--- config.mk ---
export PLATFORM = sky130hd
export DESIGN_NAME = http_request_line_parser
export DESIGN_NICKNAME = d
export VERILOG_FILES = /design/src/design/hrlp_pkg.sv /design/src/design/http_request_line_parser.sv /design/src/design/hrlp_front.sv /design/src/design/hrlp_queue.sv /design/src/design/hrlp_back.sv
export SDC_FILE = /design/constraint.sdc
export NUM_CORES = 1
export LEC_CHECK = 0
export BUFFER_PORTS_ARGS = -buffer_cell sky130_fd_sc_hd__buf_4
export CORE_UTILIZATION = 48
export CTS_BUF_LIST = sky130_fd_sc_hd__clkbuf_16
export DETAILED_ROUTE_END_ITERATION = 8
export HOLD_SLACK_MARGIN = 0.05
export PLACE_DENSITY = 0.63
export SLEW_MARGIN = 15
export SYNTH_ARGS = -nofsm -noshare
export SYNTH_HDL_FRONTEND = slang
export SYNTH_SLANG_ARGS = --single-unit
--- constraint.sdc ---
create_clock -name clock -period 6 [get_ports clock]
set_clock_uncertainty 0.05 [all_clocks]
set_input_delay 0.3 -clock clock [delete_from_list [all_inputs] [get_ports clock]]
set_output_delay 0.3 -clock clock [all_outputs]
set_load 0.005 [all_outputs]
--- src/design/hrlp_pkg.sv ---
`timescale 1ns / 1ps

package hrlp_pkg;

   // path limit in decoded bytes
   localparam int unsigned PATH_MAX_LEN = 128;
   localparam int unsigned PLEN_W = 8;

   // depth of the queue between front and back
   localparam int unsigned QDEPTH = 4;
   localparam int unsigned QPTR_W = $clog2(QDEPTH);
   localparam int unsigned QCNT_W = $clog2(QDEPTH + 1);

   // number of known methods
   localparam int unsigned NMETH = 8;

   // special bytes
   localparam logic [7:0] CH_SPACE = 8'h20;
   localparam logic [7:0] CH_PCT   = 8'h25;

   // result kinds
   localparam logic KIND_CHAR  = 1'b0;
   localparam logic KIND_FINAL = 1'b1;

   // method codes
   localparam logic [3:0] METH_NONE = 4'd0;

   // status codes
   localparam logic [2:0] ST_OK       = 3'd0;
   localparam logic [2:0] ST_BAD_METH = 3'd1;
   localparam logic [2:0] ST_NO_SPACE = 3'd2;
   localparam logic [2:0] ST_NO_END   = 3'd3;
   localparam logic [2:0] ST_TOO_LONG = 3'd4;

   // candidate sets at the start of a request
   localparam logic [NMETH-1:0] CAND_BASIC = 8'h1F;
   localparam logic [NMETH-1:0] CAND_FULL  = 8'hFF;

   // method names, first character in the top byte, space padded
   localparam logic [6:0][7:0] METH_TEXT [NMETH] = '{
      "GET    ", "HEAD   ", "POST   ", "PUT    ",
      "DELETE ", "CONNECT", "OPTIONS", "TRACE  "
   };
   localparam logic [2:0] METH_LEN [NMETH] = '{
      3'd3, 3'd4, 3'd4, 3'd3, 3'd6, 3'd7, 3'd7, 3'd5
   };

   // parser phases
   typedef enum logic [2:0] {
      PH_IDLE,
      PH_METHOD,
      PH_SPACE,
      PH_PATH,
      PH_DONE
   } phase_type;

   // one classified input word
   typedef struct packed {
      logic [7:0] data;
      logic       first;
      logic       last;
      logic       is_space;
      logic       is_pct;
      logic [3:0] nibble;
   } cls_type;

   // character of a method name at a position, space past the name, zero at position seven
   function automatic logic [7:0] meth_char(input logic [2:0] idx, input logic [2:0] pos);
      logic [6:0][7:0] txt;
      logic [7:0]      ch;
      begin
         txt = METH_TEXT[idx];
         if (pos == 3'd7) begin
            ch = 8'h00;
         end else begin
            ch = txt[3'(3'd6 - pos)];
         end
         return ch;
      end
   endfunction

endpackage

--- src/design/http_request_line_parser.sv ---
`timescale 1ns / 1ps

// HTTP request line parser with percent decoding.
// Request bytes enter one word per cycle on the req_ queue port: a word is
// taken at a clock edge with req_push high and req_full low. req_first_byte
// starts a new request; req_buffer_end marks the last byte of the buffer.
// Results leave on the rsp_ queue port: while rsp_empty is low the oldest
// result is on the rsp_ ports and it is taken at an edge with rsp_pop high.
// Path bytes come out decoded (kind 0); each request ends with one outcome
// word (kind 1, rsp_last high) giving the method and status.
// The method set register is written on csr_ when csr_valid and csr_ready
// are high; it is read when a request starts and resets to the basic set.
// A result shows on the rsp_ ports once its byte has gone through the front
// queue and the parser has written it to the output register; it can be
// popped from then on.
// Throughput: one byte per cycle, set by the parser step in
// the back end, which consumes a queued byte whenever the output register
// is free or being popped in the same cycle.
// When rsp_pop is held low the four-entry front queue fills, then req_full
// rises. Reset empties the queue and output register and returns the parser
// to idle; bytes before the first req_first_byte are dropped.

module http_request_line_parser (
   input  logic       clock,
   input  logic       reset,
   input  logic       req_push,
   output logic       req_full,
   input  logic [7:0] req_data_byte,
   input  logic       req_first_byte,
   input  logic       req_buffer_end,
   output logic       rsp_empty,
   input  logic       rsp_pop,
   output logic       rsp_kind,
   output logic [7:0] rsp_path_char,
   output logic [3:0] rsp_method,
   output logic [2:0] rsp_status,
   output logic       rsp_last,
   input  logic       csr_valid,
   output logic       csr_ready,
   input  logic       csr_full_method_set
);

   hrlp_pkg::cls_type wr_word;
   hrlp_pkg::cls_type rd_word;
   logic              q_push;
   logic              q_full;
   logic              q_pop;
   logic              q_empty;

   // byte classification
   hrlp_front u_front (
      .clock          (clock),
      .reset          (reset),
      .req_push       (req_push),
      .req_full       (req_full),
      .req_data_byte  (req_data_byte),
      .req_first_byte (req_first_byte),
      .req_buffer_end (req_buffer_end),
      .q_full         (q_full),
      .q_push         (q_push),
      .q_word         (wr_word)
   );

   // decoupling queue
   hrlp_queue u_queue (
      .clock   (clock),
      .reset   (reset),
      .push    (q_push),
      .wr_word (wr_word),
      .full    (q_full),
      .pop     (q_pop),
      .empty   (q_empty),
      .rd_word (rd_word)
   );

   // parser and output register
   hrlp_back u_back (
      .clock               (clock),
      .reset               (reset),
      .csr_valid           (csr_valid),
      .csr_ready           (csr_ready),
      .csr_full_method_set (csr_full_method_set),
      .q_empty             (q_empty),
      .q_word              (rd_word),
      .q_pop               (q_pop),
      .rsp_empty           (rsp_empty),
      .rsp_pop             (rsp_pop),
      .rsp_kind            (rsp_kind),
      .rsp_path_char       (rsp_path_char),
      .rsp_method          (rsp_method),
      .rsp_status          (rsp_status),
      .rsp_last            (rsp_last)
   );

endmodule

--- src/design/hrlp_front.sv ---
`timescale 1ns / 1ps

module hrlp_front (
   input  logic             clock,
   input  logic             reset,
   input  logic             req_push,
   output logic             req_full,
   input  logic [7:0]       req_data_byte,
   input  logic             req_first_byte,
   input  logic             req_buffer_end,
   input  logic             q_full,
   output logic             q_push,
   output hrlp_pkg::cls_type q_word
);

   logic [3:0] nibble;
   logic       seen_ff;
   logic       seen_in;

   // hex digit value, anything else counts as zero
   always_comb begin
      nibble = 4'd0;
      if (req_data_byte inside {[8'h30:8'h39]}) begin
         nibble = 4'(req_data_byte - 8'h30);
      end else if (req_data_byte inside {[8'h41:8'h46]}) begin
         nibble = 4'(req_data_byte - 8'h37);
      end else if (req_data_byte inside {[8'h61:8'h66]}) begin
         nibble = 4'(req_data_byte - 8'h57);
      end
   end

   // classified word toward the queue
   always_comb begin
      q_word.data     = req_data_byte;
      q_word.first    = req_first_byte;
      q_word.last     = req_buffer_end;
      q_word.is_space = (req_data_byte == hrlp_pkg::CH_SPACE);
      q_word.is_pct   = (req_data_byte == hrlp_pkg::CH_PCT);
      q_word.nibble   = nibble;
   end

   // bytes before the first request start are dropped here
   assign req_full = q_full;
   assign q_push   = req_push && !q_full && (seen_ff || req_first_byte);
   assign seen_in  = seen_ff || (req_push && !q_full && req_first_byte);

   always_ff @(posedge clock) begin
      if (reset) begin
         seen_ff <= 1'b0;
      end else begin
         seen_ff <= seen_in;
      end
   end

endmodule

--- src/design/hrlp_queue.sv ---
`timescale 1ns / 1ps

module hrlp_queue (
   input  logic              clock,
   input  logic              reset,
   input  logic              push,
   input  hrlp_pkg::cls_type wr_word,
   output logic              full,
   input  logic              pop,
   output logic              empty,
   output hrlp_pkg::cls_type rd_word
);

   hrlp_pkg::cls_type                   slot_ff [hrlp_pkg::QDEPTH];
   logic [hrlp_pkg::QPTR_W-1:0]         wr_ptr_ff;
   logic [hrlp_pkg::QPTR_W-1:0]         wr_ptr_in;
   logic [hrlp_pkg::QPTR_W-1:0]         rd_ptr_ff;
   logic [hrlp_pkg::QPTR_W-1:0]         rd_ptr_in;
   logic [hrlp_pkg::QCNT_W-1:0]         cnt_ff;
   logic [hrlp_pkg::QCNT_W-1:0]         cnt_in;
   logic                                do_push;
   logic                                do_pop;

   assign full    = (cnt_ff == hrlp_pkg::QCNT_W'(hrlp_pkg::QDEPTH));
   assign empty   = (cnt_ff == '0);
   assign do_push = push && !full;
   assign do_pop  = pop && !empty;
   assign rd_word = slot_ff[rd_ptr_ff];

   // pointer and fill count update
   always_comb begin
      wr_ptr_in = do_push ? wr_ptr_ff + 1'b1 : wr_ptr_ff;
      rd_ptr_in = do_pop ? rd_ptr_ff + 1'b1 : rd_ptr_ff;
      cnt_in    = cnt_ff;
      if (do_push && !do_pop) begin
         cnt_in = cnt_ff + 1'b1;
      end else if (do_pop && !do_push) begin
         cnt_in = cnt_ff - 1'b1;
      end
   end

   always_ff @(posedge clock) begin
      if (reset) begin
         wr_ptr_ff <= '0;
         rd_ptr_ff <= '0;
         cnt_ff    <= '0;
      end else begin
         wr_ptr_ff <= wr_ptr_in;
         rd_ptr_ff <= rd_ptr_in;
         cnt_ff    <= cnt_in;
      end
   end

   // slot storage
   always_ff @(posedge clock) begin
      if (do_push) begin
         slot_ff[wr_ptr_ff] <= wr_word;
      end
   end

   // fill count never passes the depth
   a_cnt_range: assert property (@(posedge clock) disable iff (reset)
      cnt_ff <= hrlp_pkg::QCNT_W'(hrlp_pkg::QDEPTH))
      else $error("queue count out of range");

   // count tracks pointer distance
   a_cnt_ptr: assert property (@(posedge clock) disable iff (reset)
      hrlp_pkg::QPTR_W'(cnt_ff) == hrlp_pkg::QPTR_W'(wr_ptr_ff - rd_ptr_ff))
      else $error("queue count disagrees with pointers");

   // a push into a non-full queue makes it non-empty
   a_push_fill: assert property (@(posedge clock) disable iff (reset)
      do_push |=> !empty)
      else $error("queue empty after push");

endmodule

--- src/design/hrlp_back.sv ---
`timescale 1ns / 1ps

module hrlp_back (
   input  logic              clock,
   input  logic              reset,
   input  logic              csr_valid,
   output logic              csr_ready,
   input  logic              csr_full_method_set,
   input  logic              q_empty,
   input  hrlp_pkg::cls_type q_word,
   output logic              q_pop,
   output logic              rsp_empty,
   input  logic              rsp_pop,
   output logic              rsp_kind,
   output logic [7:0]        rsp_path_char,
   output logic [3:0]        rsp_method,
   output logic [2:0]        rsp_status,
   output logic              rsp_last
);

   // configuration
   logic                               full_set_ff;
   logic                               full_set_in;

   // parser state
   hrlp_pkg::phase_type                phase_ff;
   hrlp_pkg::phase_type                phase_in;
   logic [hrlp_pkg::NMETH-1:0]         cand_ff;
   logic [hrlp_pkg::NMETH-1:0]         cand_in;
   logic [2:0]                         pos_ff;
   logic [2:0]                         pos_in;
   logic [3:0]                         acc_ff;
   logic [3:0]                         acc_in;
   logic [1:0]                         hex_seen_ff;
   logic [1:0]                         hex_seen_in;
   logic [hrlp_pkg::PLEN_W-1:0]        plen_ff;
   logic [hrlp_pkg::PLEN_W-1:0]        plen_in;
   logic [3:0]                         meth_ff;
   logic [3:0]                         meth_in;

   // output register
   logic                               out_valid_ff;
   logic                               out_valid_in;
   logic                               out_kind_ff;
   logic                               out_kind_in;
   logic [7:0]                         out_char_ff;
   logic [7:0]                         out_char_in;
   logic [3:0]                         out_meth_ff;
   logic [3:0]                         out_meth_in;
   logic [2:0]                         out_status_ff;
   logic [2:0]                         out_status_in;

   // per word working values
   logic                               consume;
   logic                               has_result;
   hrlp_pkg::phase_type                cur_phase;
   logic [hrlp_pkg::NMETH-1:0]         cur_cand;
   logic [2:0]                         cur_pos;
   logic [1:0]                         cur_seen;
   logic [hrlp_pkg::PLEN_W-1:0]        cur_plen;
   logic [3:0]                         cur_meth;
   logic [hrlp_pkg::NMETH-1:0]         next_cand;
   logic [3:0]                         found_meth;
   logic [7:0]                         dec_char;

   // configuration write, always ready
   assign csr_ready   = 1'b1;
   assign full_set_in = (csr_valid && csr_ready) ? csr_full_method_set : full_set_ff;

   // a word is taken when the output register is free or draining
   assign consume = !q_empty && (!out_valid_ff || rsp_pop);
   assign q_pop   = consume;

   // state seen by this word, restarted on a first byte
   always_comb begin
      cur_phase = phase_ff;
      cur_cand  = cand_ff;
      cur_pos   = pos_ff;
      cur_seen  = hex_seen_ff;
      cur_plen  = plen_ff;
      cur_meth  = meth_ff;
      if (q_word.first) begin
         cur_phase = hrlp_pkg::PH_METHOD;
         cur_cand  = full_set_ff ? hrlp_pkg::CAND_FULL : hrlp_pkg::CAND_BASIC;
         cur_pos   = 3'd0;
         cur_seen  = 2'd0;
         cur_plen  = '0;
         cur_meth  = hrlp_pkg::METH_NONE;
      end
   end

   // method name compare, one lane per method
   always_comb begin
      next_cand  = '0;
      found_meth = cur_meth;
      for (int i = 0; i < hrlp_pkg::NMETH; i++) begin
         if (cur_cand[i] && (cur_pos < hrlp_pkg::METH_LEN[i]) &&
             (hrlp_pkg::meth_char(3'(i), cur_pos) == q_word.data)) begin
            next_cand[i] = 1'b1;
         end
      end
      for (int i = 0; i < hrlp_pkg::NMETH; i++) begin
         if (next_cand[i] &&
             ({1'b0, hrlp_pkg::METH_LEN[i]} == ({1'b0, cur_pos} + 4'd1))) begin
            found_meth = 4'(i + 1);
         end
      end
   end

   // decoded path byte
   always_comb begin
      dec_char = q_word.data;
      if (cur_seen == 2'd2) begin
         dec_char = {acc_ff, q_word.nibble};
      end
   end

   // parser step
   always_comb begin
      phase_in      = phase_ff;
      cand_in       = cand_ff;
      pos_in        = pos_ff;
      acc_in        = acc_ff;
      hex_seen_in   = hex_seen_ff;
      plen_in       = plen_ff;
      meth_in       = meth_ff;
      has_result    = 1'b0;
      out_kind_in   = hrlp_pkg::KIND_FINAL;
      out_char_in   = 8'h00;
      out_meth_in   = hrlp_pkg::METH_NONE;
      out_status_in = hrlp_pkg::ST_OK;
      if (consume) begin
         phase_in    = cur_phase;
         cand_in     = cur_cand;
         pos_in      = cur_pos;
         hex_seen_in = cur_seen;
         plen_in     = cur_plen;
         meth_in     = cur_meth;
         if (q_word.first) begin
            acc_in = 4'd0;
         end
         case (cur_phase)
            hrlp_pkg::PH_METHOD: begin
               if (next_cand == '0) begin
                  has_result    = 1'b1;
                  out_status_in = hrlp_pkg::ST_BAD_METH;
               end else begin
                  cand_in = next_cand;
                  pos_in  = cur_pos + 3'd1;
                  meth_in = found_meth;
                  if (found_meth != hrlp_pkg::METH_NONE) begin
                     phase_in = hrlp_pkg::PH_SPACE;
                     if (q_word.last) begin
                        has_result    = 1'b1;
                        out_meth_in   = found_meth;
                        out_status_in = hrlp_pkg::ST_NO_SPACE;
                     end
                  end else if (q_word.last) begin
                     has_result    = 1'b1;
                     out_status_in = hrlp_pkg::ST_BAD_METH;
                  end
               end
            end
            hrlp_pkg::PH_SPACE: begin
               out_meth_in = cur_meth;
               if (!q_word.is_space) begin
                  has_result    = 1'b1;
                  out_status_in = hrlp_pkg::ST_NO_SPACE;
               end else begin
                  phase_in = hrlp_pkg::PH_PATH;
                  if (q_word.last) begin
                     has_result    = 1'b1;
                     out_status_in = hrlp_pkg::ST_NO_END;
                  end
               end
            end
            hrlp_pkg::PH_PATH: begin
               out_meth_in = cur_meth;
               if (q_word.is_space) begin
                  has_result    = 1'b1;
                  out_status_in = hrlp_pkg::ST_OK;
               end else if (q_word.last) begin
                  has_result    = 1'b1;
                  out_status_in = hrlp_pkg::ST_NO_END;
               end else if ((cur_seen == 2'd0) && q_word.is_pct) begin
                  hex_seen_in = 2'd1;
                  acc_in      = 4'd0;
               end else if (cur_seen == 2'd1) begin
                  hex_seen_in = 2'd2;
                  acc_in      = q_word.nibble;
               end else begin
                  hex_seen_in = 2'd0;
                  if (cur_seen != 2'd0) begin
                     acc_in = 4'd0;
                  end
                  has_result = 1'b1;
                  if (cur_plen >= hrlp_pkg::PLEN_W'(hrlp_pkg::PATH_MAX_LEN)) begin
                     out_status_in = hrlp_pkg::ST_TOO_LONG;
                  end else begin
                     plen_in       = cur_plen + 1'b1;
                     out_kind_in   = hrlp_pkg::KIND_CHAR;
                     out_char_in   = dec_char;
                     out_meth_in   = hrlp_pkg::METH_NONE;
                  end
               end
            end
            default: begin
               has_result = 1'b0;
            end
         endcase
         if (has_result && (out_kind_in == hrlp_pkg::KIND_FINAL)) begin
            phase_in = hrlp_pkg::PH_DONE;
         end
      end
   end

   // output register valid
   always_comb begin
      out_valid_in = out_valid_ff;
      if (consume && has_result) begin
         out_valid_in = 1'b1;
      end else if (rsp_pop) begin
         out_valid_in = 1'b0;
      end
   end

   // control state
   always_ff @(posedge clock) begin
      if (reset) begin
         full_set_ff  <= 1'b0;
         phase_ff     <= hrlp_pkg::PH_IDLE;
         cand_ff      <= '0;
         pos_ff       <= 3'd0;
         acc_ff       <= 4'd0;
         hex_seen_ff  <= 2'd0;
         plen_ff      <= '0;
         meth_ff      <= hrlp_pkg::METH_NONE;
         out_valid_ff <= 1'b0;
      end else begin
         full_set_ff  <= full_set_in;
         phase_ff     <= phase_in;
         cand_ff      <= cand_in;
         pos_ff       <= pos_in;
         acc_ff       <= acc_in;
         hex_seen_ff  <= hex_seen_in;
         plen_ff      <= plen_in;
         meth_ff      <= meth_in;
         out_valid_ff <= out_valid_in;
      end
   end

   // result payload
   always_ff @(posedge clock) begin
      if (consume && has_result) begin
         out_kind_ff   <= out_kind_in;
         out_char_ff   <= out_char_in;
         out_meth_ff   <= out_meth_in;
         out_status_ff <= out_status_in;
      end
   end

   assign rsp_empty     = !out_valid_ff;
   assign rsp_kind      = out_kind_ff;
   assign rsp_path_char = out_char_ff;
   assign rsp_method    = out_meth_ff;
   assign rsp_status    = out_status_ff;
   assign rsp_last      = out_kind_ff;

   // a final word always leaves the parser done
   a_final_done: assert property (@(posedge clock) disable iff (reset)
      (consume && has_result && (out_kind_in == hrlp_pkg::KIND_FINAL))
      |=> (phase_ff == hrlp_pkg::PH_DONE))
      else $error("final word without done phase");

   // path length stays within the limit
   a_plen_max: assert property (@(posedge clock) disable iff (reset)
      plen_ff <= hrlp_pkg::PLEN_W'(hrlp_pkg::PATH_MAX_LEN))
      else $error("path length over limit");

   // after the method a method code is held
   a_meth_held: assert property (@(posedge clock) disable iff (reset)
      ((phase_ff == hrlp_pkg::PH_SPACE) || (phase_ff == hrlp_pkg::PH_PATH))
      |-> (meth_ff != hrlp_pkg::METH_NONE))
      else $error("path phase without method");

   // a held result is not replaced before it is taken
   a_no_overwrite: assert property (@(posedge clock) disable iff (reset)
      (out_valid_ff && !rsp_pop) |-> !consume)
      else $error("result overwritten while waiting");

endmodule
==> impl_metrics.env <==
export IMPL_syn_area_sq_um=6773
export IMPL_grt_pass1_wl_um=25750
export IMPL_io_buffers=34
export IMPL_max_slew_margin_pct=34.82
export IMPL_cts_tree="built"
export IMPL_synth_top_area_cell="edfxtp_1"
export IMPL_fin_crit_sh_pct=91.32
export IMPL_worstPathRequired_ns=6.08
export IMPL_cp_top_family="simple AND/OR/NAND/NOR gates"
export IMPL_drv_cap=0
export IMPL_final_cell_count_no_fill=861
export IMPL_initial_core_util_pct=48.98
export IMPL_grt_max_degree=45
export IMPL_synth_top_area_share_pct=35.47
export IMPL_synthFlopType="edfxtp_1"
export IMPL_final_antenna_net_count=0
export IMPL_cts_hold_buffers=6
export IMPL_period_minus_slack_ns=5.479
export IMPL_clk_latency_ns=0.42
export IMPL_viasPerCell=5.880
export IMPL_grtUsageTotal_pct=23.45
export IMPL_p_total_mw=3.140
export IMPL_route_met2_wl_um=7803
export IMPL_die_w_um=120.8
export IMPL_dr_pass1_iters=5
export IMPL_clkSinkCount=124
export IMPL_critPathLaunchType="register"
export IMPL_die_area_sq_um=14590
export IMPL_syn_nets=674
export IMPL_hold_violations=0
export IMPL_syn_instance_count=639
export IMPL_path_clk_slew_ns=0.06
export IMPL_coreArea_sq_um=13830
export IMPL_htree_levels=4
export IMPL_timing_fmax_mhz=182.5
export IMPL_wl_met1_um=7123
export IMPL_dp_cells=823
export IMPL_grt_pass1_vias=4949
export IMPL_synth_cell_types=79
export IMPL_final_common_cell="edfxtp_1"
export IMPL_slowest_stage="ha_1"
export IMPL_cts_setup_buffers=0
export IMPL_worstPathCellList="mux4_2 > nand2b_1 > inv_1 > ha_1 > ha_1 > a21oi_1 > nand2_1 > o32ai_1 > a221oi_1 > a2111oi_1 > or3_1 > or4_4 > o211a_4 > nor2_1 > buf_4"
export IMPL_cp_buffers_inverters=2
export IMPL_synth_area_leaders="edfxtp_1 (35%), dfxtp_1 (13%), mux4_2 (4.3%)"
export IMPL_rsz0062_at_grt="no"
export IMPL_hpwl_um=10940
export IMPL_grt_overflow=0
export IMPL_drc_errors=0
export IMPL_final_cell_mix="edfxtp_1 (80), nor2_1 (78), dfxtp_1 (44), buf_4 (42), a21oi_1 (41)"
export IMPL_die_h_um=120.8
export IMPL_numCtsBuffers=17
export IMPL_pwr_density_cell_nw_per_um2=404.2
export IMPL_cts_buffer_depth=2
export IMPL_antenna_found_initial=0
export IMPL_ys_seq_elements=124
export IMPL_layout_drive_gt1_share_pct=14.83
export IMPL_fp_row_count=43
export IMPL_ys_warn_count=0
export IMPL_drt_iter0_drc=421
export IMPL_highest_layer="met4"
export IMPL_hold_class="in2reg"
export IMPL_worst_path_most_repeated_cell="ha_1"
export IMPL_leakagePower_nw=2.747
export IMPL_synth_edf_count=80
export IMPL_synth_seq_area_share_pct=48.48
export IMPL_avgSynthCellArea_sq_um=10.60
export IMPL_setup_tns_ns=0
export IMPL_cts_repair_resized=0
export IMPL_nNetsFinal=703
export IMPL_routed_wl_um=15980
export IMPL_ios=36
export IMPL_area_growth_pct=14.69
export IMPL_tightest_slew_ns=0.9753
export IMPL_arrival_ns=5.55
export IMPL_fillers=1183
export IMPL_end_kind="register"
export IMPL_drt_wirelength_per_cell_um=18.56
export IMPL_ir_worst_vdd_mv=0.2628
export IMPL_finalSetupViolations=0
export IMPL_diodes=0
export IMPL_status="complete, no violations"
export IMPL_crit_type="reg2reg"
export IMPL_route_met3_wl_um=710
export IMPL_dr_total_vias=5063
export IMPL_cpPeakStageDelay_ns=0.64
export IMPL_path_max_fanout=22
export IMPL_maxSlewViolCount=0
export IMPL_cts_root_buf="clkbuf_16"
export IMPL_synth_async_sr_flop_share_pct=0
export IMPL_place_gp_congestion=0.9025
## synthesized netlist by cell type, types with 6 or more instances
cell type,n
nand2_1,38
dfxtp_1,44
and2_1,9
a211oi_1,10
mux2i_1,16
or3_1,13
xnor2_1,17
a22oi_1,8
a31oi_1,7
o21ai_0,24
xor2_1,14
buf_2,7
nor3_1,15
ha_1,18
nor2b_1,12
a21oi_1,41
nand3b_1,8
nor2_1,78
mux4_2,13
inv_1,16
nand2b_1,17
edfxtp_1,80
nand3_1,12
clkbuf_1,26
nand4_1,6
## worst reg2reg max path, stage by stage (launching register included)
cell       delay, ns
edfxtp_1        0.39
mux4_2          0.53
nand2b_1        0.24
inv_1           0.13
ha_1            0.24
ha_1            0.64
a21oi_1         0.16
nand2_1         0.14
o32ai_1         0.10
a221oi_1        0.32
a2111oi_1       0.17
or3_1           0.41
or4_4           0.57
o211a_4         0.29
nor2_1          0.48
buf_4           0.31
## registers in the layout, summed over array words and instances, names as in the netlist, 3 cells and up, named ones only
register	flops
u_back.plen_ff	8
u_back.acc_ff	4
u_back.cand_ff	8
u_back.rsp_status	3
u_queue.slot_ff	64
u_back.pos_ff	3
u_back.rsp_path_char	8
u_back.phase_ff	3
u_back.meth_ff	4
u_back.rsp_method	4
u_queue.cnt_ff	3
## logic make-up after synthesis
logic type,Yosys count,share of synthesized area (%)
buf+inv,54,3.454
xor+xnor,31,4.009
compound gates,135,13.36
simple gates,237,18.20
mux,37,8.683
other cells,1,0.05537
fa+ha+maj,20,3.769
flops,124,48.48
## routing by layer
| layer | vias up | GRT usage [%] |
|---|---|---|
| met3 | 29 | 5.896 |
| met2 | 137 | 38.04 |
| met1 | 2471 | 29.53 |
| met5 | - | 0 |
| li1 | 2426 | - |
| met4 | 0 | 10.49 |
## final cells by class
cell class	instances	area [sq um]	share of cell area, %
timing repair buffer	48	375.4	4.832
multi-input combinational	461	3256	41.91
clock inverter	15	142.6	1.836
inverter	16	60.06	0.7732
clock buffer	17	425.4	5.477
sequential	124	3283	42.27
tap	180	225.2	2.899
## worst paths after layout
kind	slack, ns	startpoint	end	cells after the start
min	0.07	req_first_byte	u_queue.slot_ff[3][7]	1
max reg2reg	0.52	u_queue.slot_ff[3][7]	u_back.rsp_path_char[6]	15
max	0.52	u_queue.slot_ff[3][7]	u_back.rsp_path_char[6]	15
min reg2reg	0.41	u_front.seen_ff	u_front.seen_ff	2
## where the power goes
| group | switching, mW | total (mW) | internal [mW] |
|---|---|---|---|
| clock | 0.406 | 0.981 | 0.575 |
| combinational | 0.635 | 1.04 | 0.402 |
| sequential | 0.0649 | 1.12 | 1.06 |
## stage by stage
stage	worst slack, ns	util [%]	hold slack [ns]	instance area (sq um)
after global placement	0.7677	51.63	0.4001	7139
final	0.5206	56.18	0.07361	7767
after detailed placement	0.5780	51.63	0.4087	7139
after global routing	0.1119	56.18	0.07006	7767
after CTS	0.5606	56.18	0.06187	7767
after floorplan	0.5953	-	0.3489	6773
No activity file was read; power rests on OpenSTA's default activity.
